$ cat src/sv/sdd_pkg.sv
package sdd_pkg;

    localparam int MAX_COLUMNS_DEFAULT = 1024;
    localparam int SAMPLE_BITS_DEFAULT = 32;

    localparam int NUM_COLUMNS_BITS  = 11;
    localparam int ROW_BITS          = 16;
    localparam int CFG_DATA_BITS     = 16;
    localparam int CFG_INDEX_BITS    = 2;
    localparam int DIR_BITS          = 4;

    localparam logic [NUM_COLUMNS_BITS-1:0] NUM_COLUMNS_RESET = NUM_COLUMNS_BITS'(1024);
    localparam logic [ROW_BITS-1:0]         NUM_ROWS_RESET    = ROW_BITS'(1024);
    localparam int MIN_SIZE = 3;

    // Window cells, numbered row-major; the centre sits in the middle.
    localparam int WINDOW_CELLS = 9;
    localparam int CENTER_CODE  = 4;

    localparam int QUEUE_DEPTH = 4;

    typedef enum logic [CFG_INDEX_BITS-1:0] {
        REG_NUM_COLUMNS = 2'd0,
        REG_NUM_ROWS    = 2'd1
    } cfg_reg_t;

    // Per-item classification handed from front to back.
    typedef struct packed {
        logic                emit;
        logic                last;
        logic [ROW_BITS-1:0] center_row;
    } sdd_tag_t;

endpackage

$ cat src/sv/sdd_queue.sv
module sdd_queue #(
    parameter int WIDTH = 8,
    parameter int DEPTH = sdd_pkg::QUEUE_DEPTH
) (
    input  logic                       clk,
    input  logic                       rst_n,
    input  logic                       push,
    input  logic [WIDTH-1:0]           push_data,
    input  logic                       pop,
    output logic [WIDTH-1:0]           pop_data,
    output logic [$clog2(DEPTH+1)-1:0] level
);

    localparam int PTR_BITS   = (DEPTH > 1) ? $clog2(DEPTH) : 1;
    localparam int LEVEL_BITS = $clog2(DEPTH+1);

    logic [WIDTH-1:0]      slot_reg [DEPTH];
    logic [PTR_BITS-1:0]   wr_ptr_reg, wr_ptr_next;
    logic [PTR_BITS-1:0]   rd_ptr_reg, rd_ptr_next;
    logic [LEVEL_BITS-1:0] level_reg, level_next;

    always_comb
    begin
        wr_ptr_next = wr_ptr_reg;
        rd_ptr_next = rd_ptr_reg;
        level_next  = level_reg;
        if (push)
        begin
            wr_ptr_next = (wr_ptr_reg == PTR_BITS'(DEPTH-1)) ? '0 : wr_ptr_reg + 1'b1;
        end
        if (pop)
        begin
            rd_ptr_next = (rd_ptr_reg == PTR_BITS'(DEPTH-1)) ? '0 : rd_ptr_reg + 1'b1;
        end
        if (push && !pop)
        begin
            level_next = level_reg + 1'b1;
        end
        else if (pop && !push)
        begin
            level_next = level_reg - 1'b1;
        end
    end

    always_ff @(posedge clk or negedge rst_n)
    begin
        if (!rst_n)
        begin
            wr_ptr_reg <= '0;
            rd_ptr_reg <= '0;
            level_reg  <= '0;
        end
        else
        begin
            wr_ptr_reg <= wr_ptr_next;
            rd_ptr_reg <= rd_ptr_next;
            level_reg  <= level_next;
        end
    end

    always_ff @(posedge clk)
    begin
        if (push)
        begin
            slot_reg[wr_ptr_reg] <= push_data;
        end
    end

    assign pop_data = slot_reg[rd_ptr_reg];
    assign level    = level_reg;

endmodule

$ cat config.mk
export PLATFORM = sky130hd
export DESIGN_NAME = sdd_queue
export DESIGN_NICKNAME = d
export VERILOG_FILES = /design/src/sv/sdd_pkg.sv /design/src/sv/sdd_queue.sv
export SDC_FILE = /design/constraint.sdc
export NUM_CORES = 1
export LEC_CHECK = 0
export ABC_AREA = 1
export BUFFER_PORTS_ARGS = -buffer_cell sky130_fd_sc_hd__buf_2
export CAP_MARGIN = 20
export CORE_MARGIN = 5
export CORE_UTILIZATION = 40
export CTS_CLUSTER_DIAMETER = 80
export DETAILED_ROUTE_END_ITERATION = 10
export GPL_TIMING_DRIVEN = 0
export SLEW_MARGIN = 20
export SYNTH_ARGS = -nofsm -noshare
export SYNTH_HDL_FRONTEND = slang
export SYNTH_SLANG_ARGS = --single-unit
$ cat constraint.sdc
create_clock -name clk -period 1.5 [get_ports clk]
set_input_delay 0 -clock clk [delete_from_list [all_inputs] [get_ports clk]]
set_output_delay 0 -clock clk [all_outputs]
set_load 0.01 [all_outputs]
# [Yosys cells after proc, flatten, opt, wreduce, memory -nomap -nowiden]
# Memory sizes are Yosys's and may differ from the RTL's.
# Index checks and enable logic that the tools add are counted.
# Widths: inputs -> output; s select.
[op_classes] add_sub_neg=4 n_eq_ne=2 mux=6 reduce_logical=5
[ops] cell="$mux 3" n=2
[ops] cell="$add 2x1->2 const B" n=2
[ops] cell="$eq 2x2->1 const B" n=2
[ops] cell="$mux 2" n=2
[ops] cell="$add 3x1->3 const B" n=1
[ops] cell="$sub 3x1->3 const B" n=1
[ops] cell="$logic_and 1x1->1" n=2
[ops] cell="$logic_not 1->1" n=2
[ops] cell="$mux 1" n=2
[ops] cell="$reduce_bool 2->1" n=1
[word_totals] register_bits=7 ram_bits=32 input_bits=12 output_inout_bits=11 wordCells=21 memories=1
[memory_table] name="slot_reg" depth=4 width=8 read_ports=1 rd_clocked_by_memory_dff=0 write_ports=1 line="sdd_queue.sv:17" source="logic [WIDTH-1:0] slot_reg [DEPTH];"

# [Depth between registers and ports, before layout]
[logic_depth] ltp_word=4 depth_mapped=9 depth_no_buf=9

# [Worst setup path after synthesis]
# Ideal clock, no wire load.
[synth_timing] path_kind="register -> register" start="reg level_reg[0], in the netlist level[0]" end="reg level_reg[2], in the netlist level[2]" setup_ns=0.117 arrival_ns=1.115 required_time_ns=1.383 slack_ns=0.268 stages_incl_launch_ff=6 path_buffers=0 synth_period_minus_slack_ns=1.232 path_cell_list="dfrtp_1 -> fa_1 -> nand2_1 -> nand3_1 -> nand2_1 -> nand2_1"
[synth_via] elab_chain_len=3 word_cells_on_any_way=4 classes_between="add/sub (2); mux (2)"
[synth_lines] element="start: declaration" line="sdd_queue.sv:20" source="logic [LEVEL_BITS-1:0] level_reg, level_next;"
[synth_lines] element="start signal: assignment" line="sdd_queue.sv:57" source="level_reg <= level_next;"
[synth_lines] element="$sub 3x1->3" line="sdd_queue.sv:41" source="level_next = level_reg - 1'b1;"
[synth_lines] element="$mux 3" line="sdd_queue.sv:39" source="else if (pop && !push)"
[synth_lines] element="$mux 3 (*)" line="sdd_queue.sv:35" source="if (push && !pop)"
# Every way passes the cells marked *; elsewhere a longest branch is shown, timed or not. The select of a mux whose other input is x is not followed.
# A chain may end at the register's enable or synchronous reset.

# [Worst setup path after layout]
[layout_timing] start="in pop" end="reg level_reg[2], in the netlist level[2]"
[layout_via] elab_chain_len=3 word_cells_on_any_way=5 classes_between="mux (1); reduce/logical (4)"
[layout_lines] element="start: declaration" line="sdd_queue.sv:9" source="input logic pop,"
[layout_lines] element="$logic_not 1->1" line="sdd_queue.sv:35"
[layout_lines] element="$logic_and 1x1->1" line="sdd_queue.sv:35"
[layout_lines] element="$mux 3 or $reduce_bool 2->1 (tied branches)"
# Parallel ways exist; a longest one is shown, timed or not.

==> flow_summary.toml <==
[status]
outcome = "finished, final reports clean"

[routing]
met2_length_um = 1680
wl_um = 3180
vias = 1086
drc_errors = 0
wl_per_cell_um = 13.7
ant_nets = 0
dr.pass1.iters = 4
vias_per_cell = 4.68
top_layer = "met4"
drt_iter0_drc = 58
wl_met3_um = 108
met1_length_um = 1370

[sta]
slew_headroom_pct = 73.4
period_needed_ps = 1400
setup_viol = 0
max_freq_mhz = 713
fin_worst_skew_ps = 3.55
hold_violations = 0
tightest_slew_ps = 399
fin_crit_sh_pct = 93.6
slew_violations = 0

[floorplan]
fp.coreArea_mm2 = 0.00406
initial_core_util_pct = 41.7
die_y_um = 75.1
fp.dieW_um = 75.1
fp.dieArea_mm2 = 0.00563
rows = 23
pin_count = 23

[setup_path]
timing.rr.start = "wr_ptr_reg[0]"
cp-end-kind = "register"
slowest_stage = "dlygate4sd3_1"
worst-setup-path-type = "in2reg"
path_max_fanout = 5
worstPathRequired_ps = 1670
r2r_slack_ps = 150
arrival_ps = 1580
startpoint = "pop"
reg2reg_to = "slot_reg[2][4]"
cp.depth = 10
r2r_cells = 4
max_stage_delay_ps = 530
cp_cell_sequence = "dlygate4sd3_1, buf_2, inv_1, ha_1, inv_1, fa_2, nand2_2, nand3_1, nand2_1, nand2_1"
timing.critical_path.buf_inv = 4
path_delay_family = "buffers and inverters"
startpoint_type = "input pin"
crit_path_end = "level[2]"

[placed_design]
dp.cells = 214
dpl.hpwl_um = 2230
io_buffers = 22
gp_congestion = 0.731
place_area_mm2 = 0.00187

[cts]
cts_sinks = 39
path_clk_slew_ps = 70
insertion_delay_ps = 280
clock_path_buffers = 2
numCtsBuffers = 5
root_buffer = "clkbuf_8"
cts_max_level = 2
cts_tree = "done"

[global_route]
grt_overflow_total = 0
grt_pass1_vias = 1131
grt_max_degree = 12
grt_pass1_wl_um = 5240
antenna_found_initial = 0
grt_use_total_pct = 13.0

[yosys]
netlist_area_mm2 = 0.00169
ys.warnings.count = 0
yosysSeqAreaShare_pct = 67.1
synth.distinct_cells = 16
syn_inst = 142
ys_ff_latch = 39
synth.avg_cell_area_um2 = 11.9
synth_nets = 161

[finish]
multi_input_area_um2 = 412
largest_reg_flops = 32
register_area_mm2 = 0.00114
num_antenna_cells = 0
nNetsFinal = 200
stdcell_count = 232
layout-drive-gt1-share_pct = 19.2
nFillCells = 373
stdcell_area_mm2 = 0.00205
syn_to_final_growth_pct = 21.1

[power]
cellLeakagePower_nw = 0.921
p_per_area_mw_per_mm2 = 1700
ir_worst_vdd_mv = 0.886

[worst_hold_path]
hold_path_class = "in2reg"

[run]
cap_violations = 0
-- where the power goes --
part / internal (W) / switching, W / total, W
clock network: 0.000317 / 0.000329 / 0.000646
logic: 0.000506 / 0.000778 / 0.00128
registers: 0.00144 / 0.000118 / 0.00156
-- through the flow --
stage          hold slack [ps]  total power, W  utilization [%]  setup slack, ps  TNS [ps]
3_3_place_gp              -159         0.00279             46.0              158         0
5_1_grt                   2.48         0.00377             50.5            -3.64     -3.64
6_report                  10.1         0.00349             50.5             96.7         0
2_1_floorplan             -296         0.00239                -              268         0
3_5_place_dp              -158         0.00287             46.0              126         0
4_1_cts                   2.74         0.00353             50.4             56.6         0
-- cells in the mapped netlist --
| master | count | area share, % |
|---|---|---|
| o21ai_0 | 4 | 1.2 |
| fa_1 | 1 | 1.2 |
| dfrtp_1 | 7 | 10 |
| xnor2_1 | 1 | 0.52 |
| ha_1 | 6 | 4.4 |
| nand3_1 | 1 | 0.30 |
| buf_4 | 1 | 0.44 |
| nand2_1 | 38 | 8.4 |
| o211ai_1 | 16 | 7.1 |
| inv_1 | 27 | 6.0 |
| inv_2 | 2 | 0.44 |
| buf_6 | 3 | 2.0 |
| a21oi_1 | 1 | 0.30 |
| nor2_1 | 1 | 0.22 |
| edfxtp_1 | 32 | 57 |
| nand4_1 | 1 | 0.37 |
-- repair_timing --
action,in CTS,in global routing
hold endpoints to repair,41,0
buffers inserted,0,0
endpoints found under the setup margin,0,1
hold buffers,10,0
gates resized for setup,0,2
-- area by class of cell --
class                   count  share of cell area (%)
flip-flops and latches     39                    55.4
inverters                  29                    5.31
well taps                  50                    3.05
clock buffers               6                    3.54
clock inverters             2                   0.366
multi-input cells          70                    20.1
plain buffers               4                    2.01
repair buffers             32                    10.3
-- cell families after synthesis --
family          Yosys count  share of synthesized area (%)
compound gates           21                           8.57
xor+xnor                  1                          0.517
fa+ha+maj                 7                           5.62
buf+inv                  33                           8.87
flops                    39                           67.1
simple gates             41                           9.31
-- worst min-delay path by stage --
| stage | end | slack [ps] | start | cells past startpoint |
|---|---|---|---|---|
| floorplan | level[0] | -300 | rst_n | 0 |
| global placement | rd_ptr_reg[0] | -160 | rst_n | 1 |
| detailed placement | rd_ptr_reg[1] | -160 | rst_n | 1 |
| CTS | wr_ptr_reg[0] | 3 | push | 2 |
| global route | wr_ptr_reg[0] | 2 | push | 2 |
| finish | wr_ptr_reg[0] | 10 | push | 2 |
-- cells in the final DEF, fill, tap and decap left out, types with 2 or more instances in the layout --
master and n:
buf_6 3, ha_1 6, clkbuf_8 5, buf_2 22
o21ai_0 4, inv_1 27, inv_2 2, dlygate4sd3_1 10
o211ai_1 16, dfrtp_1 7, edfxtp_1 32, nand2_1 37
clkinv_1 2
-- layer usage --
layer	up-vias	track usage, %
met4	0	4.15
met1	518	15.1
met3	2	4.41
met5	-	0
met2	14	22.7
li1	552	-
Power figures use the tool's default switching activity.
