File: config.mk
export PLATFORM = sky130hd
export DESIGN_NAME = sdd_front
export DESIGN_NICKNAME = d
export VERILOG_FILES = /design/src/sv/sdd_pkg.sv /design/src/sv/sdd_front.sv
export SDC_FILE = /design/constraint.sdc
export NUM_CORES = 1
export LEC_CHECK = 0
export ABC_AREA = 1
export BUFFER_PORTS_ARGS = -buffer_cell sky130_fd_sc_hd__buf_4
export CAP_MARGIN = 0
export CELL_PAD_IN_SITES_DETAIL_PLACEMENT = 0
export CELL_PAD_IN_SITES_GLOBAL_PLACEMENT = 2
export CORE_MARGIN = 4
export CORE_UTILIZATION = 10
export CTS_BUF_LIST = sky130_fd_sc_hd__clkbuf_2
export DETAILED_ROUTE_END_ITERATION = 8
export GPL_TIMING_DRIVEN = 0
export HOLD_SLACK_MARGIN = 0.1
export PLACE_DENSITY_LB_ADDON = 0.1
export SLEW_MARGIN = 20
export SYNTH_ARGS = -nofsm -noshare
export SYNTH_HDL_FRONTEND = slang
export SYNTH_SLANG_ARGS = --single-unit
File: constraint.sdc
create_clock -name clk -period 2.3 [get_ports clk]
set_clock_uncertainty 0.05 [all_clocks]
set_input_delay 0.115 -clock clk [delete_from_list [all_inputs] [get_ports clk]]
set_output_delay 0.115 -clock clk [all_outputs]
set_load 0.1 [all_outputs]
File: src/sv/sdd_pkg.sv
package sdd_pkg;

    localparam int MAX_COLUMNS_DEFAULT = 1024;
    localparam int SAMPLE_BITS_DEFAULT = 32;

    localparam int NUM_COLUMNS_BITS  = 11;
    localparam int ROW_BITS          = 16;
    localparam int CFG_DATA_BITS     = 16;
    localparam int CFG_INDEX_BITS    = 2;
    localparam int DIR_BITS          = 4;

    localparam logic [NUM_COLUMNS_BITS-1:0] NUM_COLUMNS_RESET = NUM_COLUMNS_BITS'(1024);
    localparam logic [ROW_BITS-1:0]         NUM_ROWS_RESET    = ROW_BITS'(1024);
    localparam int MIN_SIZE = 3;

    // Window cells, numbered row-major; the centre sits in the middle.
    localparam int WINDOW_CELLS = 9;
    localparam int CENTER_CODE  = 4;

    localparam int QUEUE_DEPTH = 4;

    typedef enum logic [CFG_INDEX_BITS-1:0] {
        REG_NUM_COLUMNS = 2'd0,
        REG_NUM_ROWS    = 2'd1
    } cfg_reg_t;

    // Per-item classification handed from front to back.
    typedef struct packed {
        logic                emit;
        logic                last;
        logic [ROW_BITS-1:0] center_row;
    } sdd_tag_t;

endpackage

File: src/sv/sdd_front.sv
module sdd_front #(
    parameter int MAX_COLUMNS = sdd_pkg::MAX_COLUMNS_DEFAULT,
    parameter int SAMPLE_BITS = sdd_pkg::SAMPLE_BITS_DEFAULT,
    parameter int PUSH_BITS   = 8
) (
    input  logic                                      clk,
    input  logic                                      rst_n,
    input  logic                                      write_enable,
    input  logic [sdd_pkg::CFG_INDEX_BITS-1:0]        write_index,
    input  logic [sdd_pkg::CFG_DATA_BITS-1:0]         write_data,
    input  logic                                      in_valid,
    output logic                                      in_stall,
    input  logic signed [SAMPLE_BITS-1:0]             sample,
    input  logic                                      frame_start,
    input  logic [$clog2(sdd_pkg::QUEUE_DEPTH+1)-1:0] q_level,
    output logic                                      push,
    output logic [PUSH_BITS-1:0]                      push_data
);

    localparam int COL_BITS  = $clog2(MAX_COLUMNS);
    localparam int ROW_BITS  = sdd_pkg::ROW_BITS;
    localparam int PAIR_BITS = 2 * SAMPLE_BITS;

    logic [sdd_pkg::NUM_COLUMNS_BITS-1:0] num_columns_reg;
    logic [ROW_BITS-1:0]                  num_rows_reg;
    logic [COL_BITS-1:0]                  cols_m1;
    logic [ROW_BITS-1:0]                  rows_m1;

    logic [COL_BITS-1:0] col_reg, col_next;
    logic [ROW_BITS-1:0] row_reg, row_next;
    logic [COL_BITS-1:0] c0, c1;
    logic [ROW_BITS-1:0] r0, r1, rr;
    logic                accept;
    sdd_pkg::sdd_tag_t   tag;

    // Each column keeps {upper row, middle row} in one word.
    logic [PAIR_BITS-1:0] pair_mem [MAX_COLUMNS];
    logic [PAIR_BITS-1:0] rd_pair_reg;
    logic [PAIR_BITS-1:0] fwd_pair_reg;
    logic                 fwd_reg;
    logic [PAIR_BITS-1:0] pair;

    logic                          s2_valid_reg;
    logic signed [SAMPLE_BITS-1:0] s2_key_reg;
    logic [COL_BITS-1:0]           s2_col_reg;
    logic [COL_BITS-1:0]           s2_ccol_reg;
    sdd_pkg::sdd_tag_t             s2_tag_reg;
    logic [SAMPLE_BITS-1:0]        top, mid;

    always_ff @(posedge clk or negedge rst_n)
    begin
        if (!rst_n)
        begin
            num_columns_reg <= sdd_pkg::NUM_COLUMNS_RESET;
            num_rows_reg    <= sdd_pkg::NUM_ROWS_RESET;
        end
        else if (write_enable)
        begin
            case (write_index)
                sdd_pkg::REG_NUM_COLUMNS:
                    num_columns_reg <= write_data[sdd_pkg::NUM_COLUMNS_BITS-1:0];
                sdd_pkg::REG_NUM_ROWS:
                    num_rows_reg <= write_data[ROW_BITS-1:0];
                default:
                    ;
            endcase
        end
    end

    // Clamp the sizes, kept as last index.
    always_comb
    begin
        if (num_columns_reg < sdd_pkg::NUM_COLUMNS_BITS'(sdd_pkg::MIN_SIZE))
        begin
            cols_m1 = COL_BITS'(sdd_pkg::MIN_SIZE - 1);
        end
        else if (32'(num_columns_reg) > 32'(MAX_COLUMNS))
        begin
            cols_m1 = COL_BITS'(MAX_COLUMNS - 1);
        end
        else
        begin
            cols_m1 = COL_BITS'(num_columns_reg - 1'b1);
        end
        if (num_rows_reg < ROW_BITS'(sdd_pkg::MIN_SIZE))
        begin
            rows_m1 = ROW_BITS'(sdd_pkg::MIN_SIZE - 1);
        end
        else
        begin
            rows_m1 = num_rows_reg - 1'b1;
        end
    end

    // Reserve a slot for the beat already in stage two.
    assign in_stall = (int'(q_level) + int'(s2_valid_reg)) >= sdd_pkg::QUEUE_DEPTH;
    assign accept   = in_valid && !in_stall;

    always_comb
    begin
        c0 = frame_start ? '0 : col_reg;
        r0 = frame_start ? '0 : row_reg;
        if (c0 > cols_m1)
        begin
            c1 = '0;
            r1 = r0 + 1'b1;
        end
        else
        begin
            c1 = c0;
            r1 = r0;
        end
        rr = (r1 > rows_m1) ? '0 : r1;

        if (c1 == cols_m1)
        begin
            col_next = '0;
            row_next = (rr == rows_m1) ? '0 : rr + 1'b1;
        end
        else
        begin
            col_next = c1 + 1'b1;
            row_next = rr;
        end

        tag.emit       = (rr >= ROW_BITS'(2)) && (c1 >= COL_BITS'(2));
        tag.last       = (rr == rows_m1) && (c1 == cols_m1);
        tag.center_row = rr - 1'b1;
    end

    always_ff @(posedge clk or negedge rst_n)
    begin
        if (!rst_n)
        begin
            col_reg      <= '0;
            row_reg      <= '0;
            s2_valid_reg <= 1'b0;
            fwd_reg      <= 1'b0;
        end
        else
        begin
            s2_valid_reg <= accept;
            fwd_reg      <= accept && s2_valid_reg && (s2_col_reg == c1);
            if (accept)
            begin
                col_reg <= col_next;
                row_reg <= row_next;
            end
        end
    end

    always_ff @(posedge clk)
    begin
        if (accept)
        begin
            rd_pair_reg <= pair_mem[c1];
            s2_key_reg  <= sample;
            s2_col_reg  <= c1;
            s2_ccol_reg <= c1 - 1'b1;
            s2_tag_reg  <= tag;
        end
        fwd_pair_reg <= {mid, s2_key_reg};
        if (s2_valid_reg)
        begin
            pair_mem[s2_col_reg] <= {mid, s2_key_reg};
        end
    end

    // Take the write of the previous beat when it hit the same column.
    assign pair = fwd_reg ? fwd_pair_reg : rd_pair_reg;
    assign top  = pair[PAIR_BITS-1:SAMPLE_BITS];
    assign mid  = pair[SAMPLE_BITS-1:0];

    assign push      = s2_valid_reg;
    assign push_data = {s2_tag_reg, s2_ccol_reg, top, mid, s2_key_reg};

endmodule

-- Yosys cells after proc, flatten, opt, wreduce, memory -nomap -nowiden
Cells that the tools add are included.
Widths: inputs -> output; s select.
- $add $sub $neg: 1
- $lt $le $gt $ge: 1
- reductions and logical operators: 2
- operator list (operator ; number):
    $add 3x1->4 ; 1
    $ge 4x3->1 const B ; 1
    $logic_and 1x1->1 ; 1
    $logic_not 1->1 ; 1
- register bits after elaboration: 9
- input port bits: 58
- output and inout bits: 10
- logic and storage cells: 6

-- Longest topological paths before layout
Gate-level depths: netlist of run 1.
- depth after elaboration: 4
- depth in mapped cells: 3
- mapped depth without buffers: 3

-- Least setup slack after synthesis of run 1
Ideal clock, no wire load.
- path type: register to register
- start point: register s2_valid_reg (netlist: push)
- end point: register s2_key_reg[0] (enable)
- setup time: 346 ps
- arrival: 1683 ps
- data required time: 1904 ps
- setup slack: 221 ps
- stages on the path, launching flop included: 4
- path buffers: 0
- clock period less this slack: 2079 ps
- cell sequence: dfrtp_1 nand3_2 nand2_2 nor2_2
- word-level cells in the longest chain between the ends: 4
- ends and longest elaborated chain (what ; RTL line ; text):
    from (decl) ; sdd_front.sv:43 ; logic s2_valid_reg;
    from (signal assigned) ; sdd_front.sv:142 ; s2_valid_reg <= accept;
    $add 3x1->4 ; sdd_front.sv:96 ; assign in_stall = (int'(q_level) + int'(s2_valid_reg)) >= sdd_pkg::QUEUE_DEPTH;
    $ge 4x3->1 ; sdd_front.sv:96 ;
    named net in_stall ; sdd_front.sv:12 ; output logic in_stall,
    $logic_not 1->1 ; sdd_front.sv:97 ; assign accept = in_valid && !in_stall;
    $logic_and 1x1->1 ; sdd_front.sv:97 ;
    named net accept ; sdd_front.sv:33 ; logic accept;
    to (signal assigned) ; sdd_front.sv:157 ; s2_key_reg <= sample;
    to (decl) ; sdd_front.sv:44 ; logic signed [SAMPLE_BITS-1:0] s2_key_reg;
The timed path passes the listed nets, and every way through them passes these cells.
A chain may end at the register's enable or synchronous reset.

-- Worst setup path in the final report of run 1
- start point: register s2_valid_reg (netlist: push)
- end point: register s2_key_reg[6] (enable)
- word-level cells in the longest chain between the ends: 4
- ends and longest elaborated chain (what ; RTL line):
    $add 3x1->4 ; sdd_front.sv:96
    $ge 4x3->1 ; sdd_front.sv:96
    $logic_not 1->1 ; sdd_front.sv:97
    $logic_and 1x1->1 ; sdd_front.sv:97
    named net accept ; sdd_front.sv:33
The timed path passes the listed nets, and every way through them passes these cells.

==> reports/results.ini, run 1 <==
[place]
port_buffers=23
dpl_worst_slack_ps=965
dpl_cell_area_um2=507
place_congestion=0.540

[grt]
grt_usage_pct=4.00
grt_pass1_vias=269
grt_pass1_wl_mm=1.16
grt_remaining_overflow=0
antenna_found_initial=0
grt_max_degree=10

[routing]
drtPass1Iterations=2
wl_per_cell_um=8.98
routed_wl_um=727
ant_nets=0
vias=246
avgViaCountPerCell=3.04
route.detailed.drc=0
drt-initial-drc-count=2

[setup_path]
slowest_delay_ps=400
worstSetupPathType=reg -> reg
path_max_fanout=9
worstPathArrival_ps=1130
cp-start-kind=register
path_cells=nand3_2 -> nand2_2 -> nor2_2
worst_path_max_delay_cell=dfrtp_1
cp.required_ps=2140
critPathBufInv=0
endpoint_kind=register
critical_path.top_delay_family=simple AND/OR/NAND/NOR gates
reg2reg_slack_ps=1010

[floorplanning]
core_mm2=0.00278
die-area_mm2=0.00389
die_w_um=62.3
rows=19
start_util_pct=10.6
io_pins=68
die_h_um=62.3

[cts]
cts_resized=0
h-tree-depth=1
clkLatencyLatePin_ps=240
post_cts_buffers=0
clkSinkCount=9
cts_buffer_depth=2
cts-root-buf=clkbuf_2
cts_tree=yes
clk_pin_slew_worst_paths_ps=90
cts_inserted_buffers=3

[sta]
relSlewSlack_pct=70.0
report.final.slew_viol_count=0
hold_viol=0
finalSetupViolCount=0
fin_tns_setup_ps=0
post-route-period-util_pct=56.0
worst_slack_ps=1010
rsz0062_at_grt=false
finalCriticalPeriod_ps=1290
whs_ps=124
worstMarginPinSlew_ps=449
clock.fmax_ghz=0.776

[yosys]
yosysSeqAreaShare_pct=89.8
yosysTopAreaCellShare_pct=81.4
synth_area_leader_cell=edfxtp_1
yosysWarnings=0
syn_nets=72
synthCells=14
yosys.cell_types.count=6
avgSynthCellArea_um2=21.1
synth_area_leaders=edfxtp_1 (81%), dfrtp_1 (8.5%), nand3_2 (3.4%)
ys_seq_elements=9
syn_area_um2=295

[run_status]
status=finished, final reports clean

[power_and_ir_drop]
power_density_mw_per_mm2=637
total_power_uw=393
p_leak_uw=0.000270
max-vdd-ir-drop_v=0.000203

[cells_and_area]
fillers=291
nets=109
drive_above_1_share_pct=60.0
fin_area_um2=617
diodes=0
area_delta_synth_final_pct=109
largest_reg_flops=8

[min_path]
hp-class=in -> async

[flow_run]
cap_violations=0

## synth_stat cells
library cell  count
nor2_2            1
nand3_2           1
nand2_2           1
inv_1             2
dfrtp_1           1
edfxtp_1          8
## cells in the final DEF, fill, tap and decap left out, drive strengths merged
master / count
dlygate4sd3: 9
nor2: 1
nand3: 1
clkbuf: 4
inv: 2
nand2: 1
edfxtp: 8
dfrtp: 1
buf: 23
## where the power goes
group	total, uW	leakage [uW]	internal [uW]	switching, uW
clock	101	0.0000166	46.2	54.3
combinational	104	0.000166	34.5	69.7
sequential	188	0.0000878	186	2.09
## final cells by class
cell class              instances  area (um^2)  area share, %
well taps                      31         38.8           6.29
multi-input cells               3         22.5           3.65
inverters                       2         7.51           1.22
repair buffers                 32          263           42.6
flip-flops and latches          9          265           43.0
clock buffers                   4         20.0           3.25
## worst paths after layout
path,from,endpoint,cells after the start
max in group asynchronous,rst_n,push,2
worst min-delay path,rst_n,push,2
min in group clk,in_valid,push,3
worst max-delay path,push,s2_key_reg[6],3
worst max register to register,push,s2_key_reg[6],3
worst min register to register,push,push,3
## through the flow
stage / util (%) / std cells
final: 22.2 / 81
after global routing: 22.2 / 81
after CTS: 22.2 / 81
after detailed placement: 18.2 / 68
after global placement: 18.2 / 68
after floorplan: - / 14
## timing repair
| item | CTS | global route |
|---|---|---|
| hold buffers | 9 | 0 |
| setup endpoints to repair | 0 | 0 |
| endpoints found under the hold margin | 9 | 0 |
## layer usage
layer	up-vias	track usage (%)	share of wire, %
li1	121	-	-
met1	114	4.00	36
met2	11	6.35	56
met3	0	1.80	7.8
met4	0	3.18	0
met5	-	0	0
## cells by family (layout without fill, tap and decap cells)
logic type	after synthesis	after routing	share of synthesized area, %
buf+inv	2	38	2.54
flops	9	9	89.8
simple gates	3	3	7.63
Note: power is estimated with default switching activity, not from simulation.
==> run 2: changes to the inputs <==
clock period = 1.3 ns   (was 2.3 ns; I/O delays follow)
==> run 2 against run 1 <==
Effect of this change: critical path depth is 2 higher; non-clock buffer count is 3 higher; count of clock-buffer cells in the layout stayed put; worst setup slack worse by 950 ps; critical path type is now in -> out; largest cell class is now buffers.
==> reports/results.ini, run 2 (synthesis gave the netlist of run 1 again) <==
[run_status]
status=finished, final reports clean  ; unchanged

[cells_and_area]
final_core_util_pct=24.7  ; was 22.2%
nets=113  ; was 109
layout_common_cells=buf_4 (22), dlygate4sd3_1 (12), edfxtp_1 (8)  ; was buf_4 (23), dlygate4sd3_1 (9), edfxtp_1 (8)
fillers=279  ; was 291
fin_cells=85  ; was 81
area_delta_synth_final_pct=133  ; was 109%
regArea_um2=269  ; was 265 um^2
multi_input_area_um2=55.1  ; was 22.5 um^2
diodes=0  ; unchanged
drive_above_1_share_pct=59.3  ; was 60.0%
largest_reg_flops=8  ; unchanged
final_common_cell=buf_4  ; unchanged
fin_area_um2=687  ; was 617 um^2

[grt]
grt.busiest_layer=met2  ; unchanged
gr-usage-met2_pct=8.68  ; was 6.35%
grt_remaining_overflow=0  ; unchanged
grt_max_degree=10  ; unchanged
grt_usage_pct=4.36  ; was 4.00%
grt_pass1_vias=314  ; was 269
met1_usage_pct=3.31  ; was 4.00%
antenna_found_initial=0  ; unchanged
grt_pass1_wl_mm=1.35  ; was 1.16 mm
gr-usage-met3_pct=2.52  ; was 1.80%

[sta]
report.final.slew_viol_count=0  ; unchanged
whs_ps=139  ; was 124 ps
hold_viol=0  ; unchanged
relSlewSlack_pct=81.4  ; was 70.0%
worstMarginPinSlew_ps=282  ; was 449 ps
post-route-period-util_pct=95.0
finalCriticalPeriod_ps=1240
clock.fmax_ghz=0.809
rsz0062_at_grt=false  ; unchanged
finalSetupViolCount=0  ; unchanged

[setup_path]
reg2reg_slack_ps=120  ; was 1010 ps
path_max_fanout=3  ; was 9
critical_path.top_delay_family=buffers and inverters  ; was simple AND/OR/NAND/NOR gates
worstSetupPathType=in -> out  ; was reg -> reg
critPathBufInv=4  ; was 0
path_cells=dlygate4sd3_1 -> buf_4 -> inv_1 -> nand2_8 -> buf_6  ; was nand3_2 -> nand2_2 -> nor2_2
worst_path_max_delay_cell=dlygate4sd3_1  ; was dfrtp_1
cp-start-kind=input pin  ; was register
slowest_delay_ps=540  ; was 400 ps
worstPathArrival_ps=1120  ; was 1130 ps
endpoint_kind=output port  ; was register
cp.required_ps=1190  ; was 2140 ps

[routing]
vias=271  ; was 246
wl_per_cell_um=9.75  ; was 8.98 um
ant_nets=0  ; unchanged
routed_wl_um=829  ; was 727 um
avgViaCountPerCell=3.19  ; was 3.04
route.detailed.drc=0  ; unchanged
drtPass1Iterations=1  ; was 2
drt-initial-drc-count=0  ; was 2

[min_path]
hp-class=in -> reg  ; was in -> async

[cts]
clkLatencyLatePin_ps=230  ; was 240 ps
h-tree-depth=1  ; unchanged
cts_buffer_depth=2  ; unchanged
cts-root-buf=clkbuf_2  ; unchanged
cts_tree=yes  ; unchanged
cts_inserted_buffers=3  ; unchanged
clkSinkCount=9  ; unchanged
clk_pin_slew_worst_paths_ps=90  ; about the same

[floorplanning]
die_h_um=62.3  ; unchanged
rows=19  ; unchanged
start_util_pct=10.6  ; unchanged
io_pins=68  ; unchanged
core_mm2=0.00278  ; unchanged
die_w_um=62.3  ; unchanged
die-area_mm2=0.00389  ; unchanged

[power_and_ir_drop]
max-vdd-ir-drop_v=0.000484  ; was 0.000203 V
seqPwrFrac_pct=46.8  ; was 47.9%
p_leak_uw=0.000289  ; was 0.000270 uW
switching_share_pct=32.4  ; was 32.1%
clockPowerShare_pct=24.6  ; was 25.6%
total_power_uw=715  ; was 393 uW
combPwrFrac_pct=28.5  ; was 26.5%
power.switching_uw=231  ; was 126 uW
p_int_uw=484  ; was 267 uW
power_density_mw_per_mm2=1040  ; was 637 mW/mm^2

[place]
port_buffers=23  ; unchanged
dp_cells=68  ; unchanged
dpl_cell_area_um2=537  ; was 507 um^2
place_congestion=0.570  ; was 0.540

[flow_run]
cap_violations=0  ; unchanged

==> run 2: worst min-delay path, stage by stage <==
cell and delay, ps:
buf_4 90, nand3_4 90, nand2_8 90, nor2_2 50
==> run 2: routing by layer <==
layer,wire length (um),part of all wire [%],vias to the layer above
li1,-,-,132
met1,251,30,131
met2,534,64,8
met3,43,5.2,0
met4,0,0,0
met5,0,0,-
==> run 2: final timing paths <==
check	to	from	cells past startpoint
worst max-delay path	in_stall	q_level[2]	5
worst min-delay path	push	q_level[0]	4
worst max register to register	s2_key_reg[7]	push	3
worst min register to register	push	push	3
max in group asynchronous	push	rst_n	3
min in group asynchronous	push	rst_n	3
==> run 2: stage by stage <==
step	setup WS, ps	setup TNS, ps
floorplan	-195	-1560
global placement	47.8	0
detailed placement	22.6	0
CTS	4.51	0
global route	12.0	0
finish	64.6	0
==> run 2: power by group through the flow <==
stage               clock [uW]  combinational, uW  sequential, uW
detailed placement           0                173             342
global placement             0                171             341
global route               204                213             337
finish                     176                204             335
CTS                        187                199             335
floorplan                    0               29.9             429
==> run 2: timing repair <==
| action | 4_1_cts | 5_1_grt |
|---|---|---|
| hold buffers | 11 | 1 |
| setup endpoints to repair | 0 | 9 |
| buffers inserted | 0 | 0 |
| hold endpoints to repair | 10 | 1 |
| resized for setup | 0 | 1 |
==> run 2: cell type report <==
type | count | share of cell area [%]
multi-input combinational | 4 | 8.01
tap | 31 | 5.65
inverter | 2 | 1.09
timing repair buffer | 35 | 43.2
sequential | 9 | 39.2
clock buffer | 4 | 2.91
